File: src/rtl/isrt_pkg.sv
// ----------------------------------------------------------------------------
// isrt_pkg
// Shared constants and types for the insertion sorter cell chain.
// ----------------------------------------------------------------------------
`default_nettype none

package isrt_pkg;

    localparam int CAPACITY = 32;   // number of cells, 2..64
    localparam int VALUE_W  = 32;

    // What one cell shows to its neighbors.
    typedef struct packed {
        logic               valid;
        logic               gt;      // holds a value strictly greater than the new one
        logic [VALUE_W-1:0] value;
    } isrt_link_t;

    // Chain-wide command for the current cycle.
    typedef struct packed {
        logic insert;   // place the broadcast value
        logic shift;    // move every entry one cell toward the head
    } isrt_ctrl_t;

endpackage

`default_nettype wire

File: src/rtl/insertion_sorter.sv
// ----------------------------------------------------------------------------
// insertion_sorter
// Stable ascending insertion sort over a set of values, built as a chain of
// compare-and-shift cells; the set is emitted in order on its end mark.
// ----------------------------------------------------------------------------
//  channel | signals                                   | role
//  --------+-------------------------------------------+----------------------
//  in      | in_valid, in_ready, value, end_of_set     | values to sort
//  out     | out_valid, out_ready, sorted_value,       | sorted set, one value
//          | last, overflow                            | per item
//
//  Insert: one item per cycle outside a drain; all cells compare against the
//  new value at once. An item with end_of_set starts a drain of the stored values
//  (at most CAPACITY); in_ready is low during the drain, and the chain shifts
//  toward the output register only when that register is free or being taken.
//  Reset empties the chain (valid bits only) and clears the overflow mark.
//  Values arriving with the chain full are dropped and flag the whole set.
// ----------------------------------------------------------------------------
`default_nettype none

module insertion_sorter
    import isrt_pkg::*;
(
    input  wire logic               clk,
    input  wire logic               rst_n,
    input  wire logic               in_valid,
    output logic                    in_ready,
    input  wire logic [VALUE_W-1:0] value,
    input  wire logic               end_of_set,
    output logic                    out_valid,
    input  wire logic               out_ready,
    output logic [VALUE_W-1:0]      sorted_value,
    output logic                    last,
    output logic                    overflow
);

    // link[0] is a virtual head, link[i+1] is cell i, link[CAPACITY+1] an empty tail
    isrt_link_t         link [CAPACITY+2];
    isrt_ctrl_t         ctrl;
    logic               accept;
    logic               full;
    logic               final_out;
    logic [CAPACITY-1:0] valid_vec;

    logic               drain_reg;
    logic               drain_next;
    logic               dropped_reg;
    logic               dropped_next;
    logic               out_valid_reg;
    logic               out_valid_next;
    logic [VALUE_W-1:0] out_value_reg;
    logic               out_last_reg;
    logic               out_ovf_reg;

    assign link[0].valid          = 1'b1;
    assign link[0].gt             = 1'b0;
    assign link[0].value          = '0;
    assign link[CAPACITY+1].valid = 1'b0;
    assign link[CAPACITY+1].gt    = 1'b0;
    assign link[CAPACITY+1].value = '0;

    for (genvar i = 0; i < CAPACITY; i++)
    begin : g_cell
        isrt_cell u_cell (
            .clk       (clk),
            .rst_n     (rst_n),
            .ctrl      (ctrl),
            .new_value (value),
            .left      (link[i]),
            .right     (link[i+2]),
            .link      (link[i+1])
        );
        assign valid_vec[i] = link[i+1].valid;
    end

    assign in_ready    = !drain_reg;
    assign accept      = in_valid && in_ready;
    assign full        = link[CAPACITY].valid;
    assign ctrl.insert = accept && !full;
    assign ctrl.shift  = drain_reg && (!out_valid_reg || out_ready);
    assign final_out   = !link[2].valid;   // cell 1 empty: head is the last value

    always_comb
    begin
        drain_next     = drain_reg;
        dropped_next   = dropped_reg;
        out_valid_next = out_valid_reg;
        if (out_ready)
        begin
            out_valid_next = 1'b0;
        end
        if (accept)
        begin
            if (full)
            begin
                dropped_next = 1'b1;
            end
            if (end_of_set)
            begin
                drain_next = 1'b1;
            end
        end
        if (ctrl.shift)
        begin
            out_valid_next = 1'b1;
            if (final_out)
            begin
                drain_next   = 1'b0;
                dropped_next = 1'b0;
            end
        end
    end

    always_ff @(posedge clk or negedge rst_n)
    begin
        if (!rst_n)
        begin
            drain_reg     <= 1'b0;
            dropped_reg   <= 1'b0;
            out_valid_reg <= 1'b0;
        end
        else
        begin
            drain_reg     <= drain_next;
            dropped_reg   <= dropped_next;
            out_valid_reg <= out_valid_next;
        end
    end

    always_ff @(posedge clk)
    begin
        if (ctrl.shift)
        begin
            out_value_reg <= link[1].value;
            out_last_reg  <= final_out;
            out_ovf_reg   <= dropped_reg;
        end
    end

    assign out_valid    = out_valid_reg;
    assign sorted_value = out_value_reg;
    assign last         = out_last_reg;
    assign overflow     = out_ovf_reg;

    // occupied cells always form an unbroken run from the head
    a_contiguous: assert property (@(posedge clk) disable iff (!rst_n)
        (valid_vec & (valid_vec + CAPACITY'(1))) == '0)
        else $error("chain has a gap in its occupied cells");

    // a drain never runs on an empty head cell
    a_drain_head: assert property (@(posedge clk) disable iff (!rst_n)
        drain_reg |-> link[1].valid)
        else $error("drain with empty head cell");

    // taking the final value ends the drain and leaves the chain empty
    a_drain_end: assert property (@(posedge clk) disable iff (!rst_n)
        (ctrl.shift && final_out) |=> (!drain_reg && !link[1].valid))
        else $error("drain did not end after final value");

    // a drain is entered only from an accepted end-of-set item
    a_drain_start: assert property (@(posedge clk) disable iff (!rst_n)
        $rose(drain_reg) |-> $past(accept && end_of_set))
        else $error("drain started without end-of-set item");

endmodule

`default_nettype wire

File: src/rtl/isrt_cell.sv
// ----------------------------------------------------------------------------
// isrt_cell
// One slot of the sorted chain: compares, takes the new value or its left
// neighbor's on an insert, or from its right neighbor while the list drains.
// ----------------------------------------------------------------------------
`default_nettype none

module isrt_cell
    import isrt_pkg::*;
(
    input  wire logic               clk,
    input  wire logic               rst_n,
    input  wire isrt_ctrl_t         ctrl,
    input  wire logic [VALUE_W-1:0] new_value,
    input  wire isrt_link_t         left,
    input  wire isrt_link_t         right,
    output isrt_link_t              link
);

    logic               valid_reg;
    logic               valid_next;
    logic [VALUE_W-1:0] value_reg;
    logic [VALUE_W-1:0] value_next;
    logic               gt;

    assign gt = valid_reg && (value_reg > new_value);

    always_comb
    begin
        valid_next = valid_reg;
        value_next = value_reg;
        if (ctrl.shift)
        begin
            valid_next = right.valid;
            value_next = right.value;
        end
        else if (ctrl.insert)
        begin
            if (left.gt)
            begin
                // larger entries move one slot toward the tail
                valid_next = 1'b1;
                value_next = left.value;
            end
            else if ((gt || !valid_reg) && left.valid)
            begin
                // insertion point: first slot past all entries <= new value
                valid_next = 1'b1;
                value_next = new_value;
            end
        end
    end

    always_ff @(posedge clk or negedge rst_n)
    begin
        if (!rst_n)
        begin
            valid_reg <= 1'b0;
        end
        else
        begin
            valid_reg <= valid_next;
        end
    end

    always_ff @(posedge clk)
    begin
        value_reg <= value_next;
    end

    assign link.valid = valid_reg;
    assign link.gt    = gt;
    assign link.value = value_reg;

endmodule

`default_nettype wire
File: config.mk
export PLATFORM = sky130hd
export DESIGN_NAME = insertion_sorter
export DESIGN_NICKNAME = d
export VERILOG_FILES = /design/src/rtl/isrt_pkg.sv /design/src/rtl/insertion_sorter.sv /design/src/rtl/isrt_cell.sv
export SDC_FILE = /design/constraint.sdc
export NUM_CORES = 2
export LEC_CHECK = 0
export ABC_AREA = 1
export CORE_MARGIN = 3
export CORE_UTILIZATION = 45
export CTS_BUF_LIST = sky130_fd_sc_hd__clkbuf_2 sky130_fd_sc_hd__clkbuf_4 sky130_fd_sc_hd__clkbuf_8
export CTS_CLUSTER_SIZE = 10
export DETAILED_ROUTE_END_ITERATION = 12
export DONT_BUFFER_PORTS = 1
export SLEW_MARGIN = 5
export SYNTH_ARGS = -nofsm -noshare
export SYNTH_HDL_FRONTEND = slang
export SYNTH_HIERARCHICAL = 1
export SYNTH_SLANG_ARGS = --single-unit
File: constraint.sdc
create_clock -name clk -period 4.4 [get_ports clk]
set_clock_uncertainty 0.15 [all_clocks]
set_input_delay 0.44 -clock clk [delete_from_list [all_inputs] [get_ports clk]]
set_output_delay 0.44 -clock clk [all_outputs]
set_load 0.02 [all_outputs]
-- Word level (Yosys, flattened, before mapping)
Index checks and enable logic that the tools add are counted.
- input port bits: 37
- output and inout port bits: 36
- logic and storage cells: 565
- register bits after elaboration: 1093
- memory bits (writable): 0
- bits in latches: 0
- memory bits (read-only): 0
- memories: 0
- muxes and demuxes: 262
- shifts and indexed selects: 0
- reduce and logical (&&, ||, !) cells: 201
- equality and inequality tests: 0
- div/mod/pow operators: 0
- add/subtract/negate cells: 0
- bitwise gates (word level): 0
- magnitude comparators: 32
- multiply operators: 0
- operators by type and width (kind ; count):
    32-bit two-way mux ; 125
    32-bit greater-than comparator ; 32
    1-bit two-way mux ; 137
    3-bit nonzero test ; 31
    1-bit logical AND ; 66
    2-bit AND reduction ; 33
    1-bit logical NOT ; 34
    1-bit logical OR ; 33
    2-bit nonzero test ; 4

-- Logic depth before layout (Yosys ltp)
- word-level depth: 8
- gate-level depth with buffers: 22
- gate-level depth less buffers: 20

-- By module
Netlist, hierarchy kept.
- modules (own cells, without submodules) (module ; cells an instance ; area each (µm²) ; sequential area each (µm²) ; instances):
    isrt_cell ; 335 ; 2557.5 ; 985.9 ; 32
    insertion_sorter ; 59 ; 1187.4 ; 1096.1 ; 1

-- Worst setup path after synthesis
OpenSTA, ideal clock, no wires.
- path type: register to register
- from: register out_valid_reg, in the netlist out_valid
- to: register g_cell[0].u_cell.value_reg[0], enable pin
- slack: 1.033 ns
- buffers on the path: 1
- arrival: 2.830 ns
- setup time: 0.387 ns
- period minus slack after synthesis: 3.367 ns
- stages on the path, launching flop included: 9
- data required time: 3.863 ns
- cells stage by stage: dfrtp_1 > nand2_1 > nand2_1 > inv_1 > buf_2 > inv_2 > nand3_2 > nand2_2 > inv_1
- RTL lines (item ; line ; RTL):
    start, declared ; insertion_sorter.sv:49 ; logic out_valid_reg;
    start signal, assigned ; insertion_sorter.sv:126 ; out_valid_reg <= out_valid_next;
    end signal, assigned ; isrt_cell.sv:68 ; value_reg <= value_next;
    end, declared ; isrt_cell.sv:22 ; logic [VALUE_W-1:0] value_reg;

==> impl_results.md <==
- Crit end category: register
- DRT iter0 DRCs: ~8,400
- Reg2reg end: g_cell[4].u_cell/value_reg[1]$_DFFE_PP_
- Largest net degree at the start of global routing: 93
- Final worst slack: around 0.97 ns
- Total of max-cap violations: 0
- WL final: between 300 and 400 mm
- Wire length per cell: around 24 µm
- Data arrival time of the worst path: 3.94 ns
- Number of flip-flops in the largest register: 1,024
- Die ar.: about 0.19 mm²
- Worst r2r path cells: 13
- Clock-pin slew on the worst setup and hold paths: 0.06 ns
- Worst EP required: around 4.9 ns
- Vias per inst: roughly 5.8
- Max-slew violations: 0
- Worst Hold Class: in -> async
- Placement-stage worst setup slack: 1.021 ns
- IO buf count: 0
- Clock sinks: roughly 1,100
- Post-Syn Instances: 10,776
- Global-route wire length before repair: approximately 480 mm
- RSZ-0062 raised after global routing: false
- GRT Util Overall: between 30% and 40%
- DRC violations left: 0
- Fmax: 291.3 MHz
- Initial Util: approximately 45%
- Row count: approximately 160
- Commonest cells after routing, fill and taps aside: nand2_1, a21oi_1, inv_1
- R2r startpoint: g_cell[3].u_cell/value_reg[7]$_DFFE_PP_
- CTS Buf Count: just over 200
- Commonest non-fill, non-tap cell in the layout: nand2_1
- Ports: 73
- Dpl hpwl: around 200 mm
- Crit start category: input pin
- Period Utilization, post-route: 78.03%
- # nets final: approximately 12,000
- Longest Clk Path Bufs: 3
- Crit path kind: in -> reg
- Core area: between 0.15 and 0.2 mm²
- Post-DP Area: roughly 0.085 mm²
- Share of cells above drive strength 1: between 9 and 10%
- Overflow after GRT: 0
- Clock root buffer: clkbuf_8
- Remaining antenna violation count: 0
- Synthesized cell area: approximately 0.083 mm²
- Fillers: about 18,000
- H-tree Lvls: 4
- WHS: 0.08604 ns
- Pwr dens: around 840 mW/mm²
- Design Power: 76.11 mW
- Status: completed
- Leak: 43.33 nW
- Setup TNS: 0 ns
- Die H: approximately 440 µm
- Worst VDD drop: between 0.0003 and 0.0004 V
- Worst Tran Pin Value: ~1.4 ns
- Syn_area_per_cell: 7.703 µm²
- Vias: around 78,000
- Fin area: 0.09095 mm²
- Headroom to the max-slew limit: roughly 7.7%
- GP Congestion: 0.9017
- Worst reg2reg setup slack: 1.00 ns
- Final setup violation count: 0
- 1st-pass router iterations: 8
- Antenna violations before repair: 6
- Final hold violation count: 0
- Fin crit period: ~3.4 ns
- YS warnings: 6
- Die extent in x: 435.5 µm
- Critical Path Fanout Max: 43
- Vias in the first global route: 76,113
- Area added between synthesis and finish: 9.570%
- Clock latency on the worst-skew pair: just under 1 ns
- CTS tree: done
==> worst max-delay path by stage <==
| stage | startpoint | end | slack [ns] |
|---|---|---|---|
| final | out_ready | g_cell[9].u_cell/value_reg[5]$_DFFE_PP_ | 0.97 |
| after detailed placement | value[15] | g_cell[4].u_cell/value_reg[7]$_DFFE_PP_ | 1.02 |
| after global routing | g_cell[3].u_cell/value_reg[5]$_DFFE_PP_ | g_cell[4].u_cell/value_reg[14]$_DFFE_PP_ | 0.81 |
| after floorplan | out_valid$_DFFE_PN0P_ | g_cell[0].u_cell/value_reg[0]$_DFFE_PP_ | 1.03 |
| after global placement | value[15] | g_cell[29].u_cell/value_reg[6]$_DFFE_PP_ | 1.10 |
| after CTS | g_cell[28].u_cell/value_reg[15]$_DFFE_PP_ | g_cell[29].u_cell/value_reg[6]$_DFFE_PP_ | 1.02 |
==> layer usage <==
| layer | up-vias | global-route usage (%) | wire length [µm] |
|---|---|---|---|
| li1 | 35594 | - | - |
| met1 | 36990 | 40.49 | 120300 |
| met2 | 4388 | 52.55 | 144800 |
| met3 | 1218 | 8.359 | 36100 |
| met4 | 0 | 21.20 | 24190 |
| met5 | - | 0 | 0 |
==> power breakdown <==
part           internal, mW  switching [mW]  total [mW]
Clock                  5.22            4.87        10.1
Combinational          12.3            25.0        37.3
Sequential             21.2            7.47        28.7
==> cell type report <==
class,count,area (µm²),share of cell area (%)
inverter,1413,5311,5.840
clock inverter,101,571.8,0.6287
timing repair buffer,227,2715,2.985
tap,2464,3083,3.390
clock buffer,276,3417,3.757
multi-input combinational,7824,43200,47.49
antenna,6,15.01,0.01651
sequential,1093,32650,35.89
==> stage by stage <==
step | std cells | util [%]
4_1_cts | 13398 | 49.62
3_3_place_gp | 12915 | 46.54
2_1_floorplan | 10841 | -
6_report | 13404 | 49.63
5_1_grt | 13399 | 49.62
3_5_place_dp | 12915 | 46.54
==> critical path, cell delays in order <==
cell,delay (ns)
dlygate4sd3_1,0.52
inv_1,0.03
dlygate4sd3_1,0.55
nand2_1,0.13
nand2_1,0.16
inv_8,0.39
buf_12,0.30
inv_2,0.31
nand3_2,0.20
nand2_2,0.07
inv_1,0.49
buf_12,0.26
==> repair_timing <==
item	4_1_cts	5_1_grt
setup buffers	0	0
hold buffers	106	0
gates resized for setup	0	0
hold endpoints to repair	1062	0
Power figures use the tool's default switching activity.
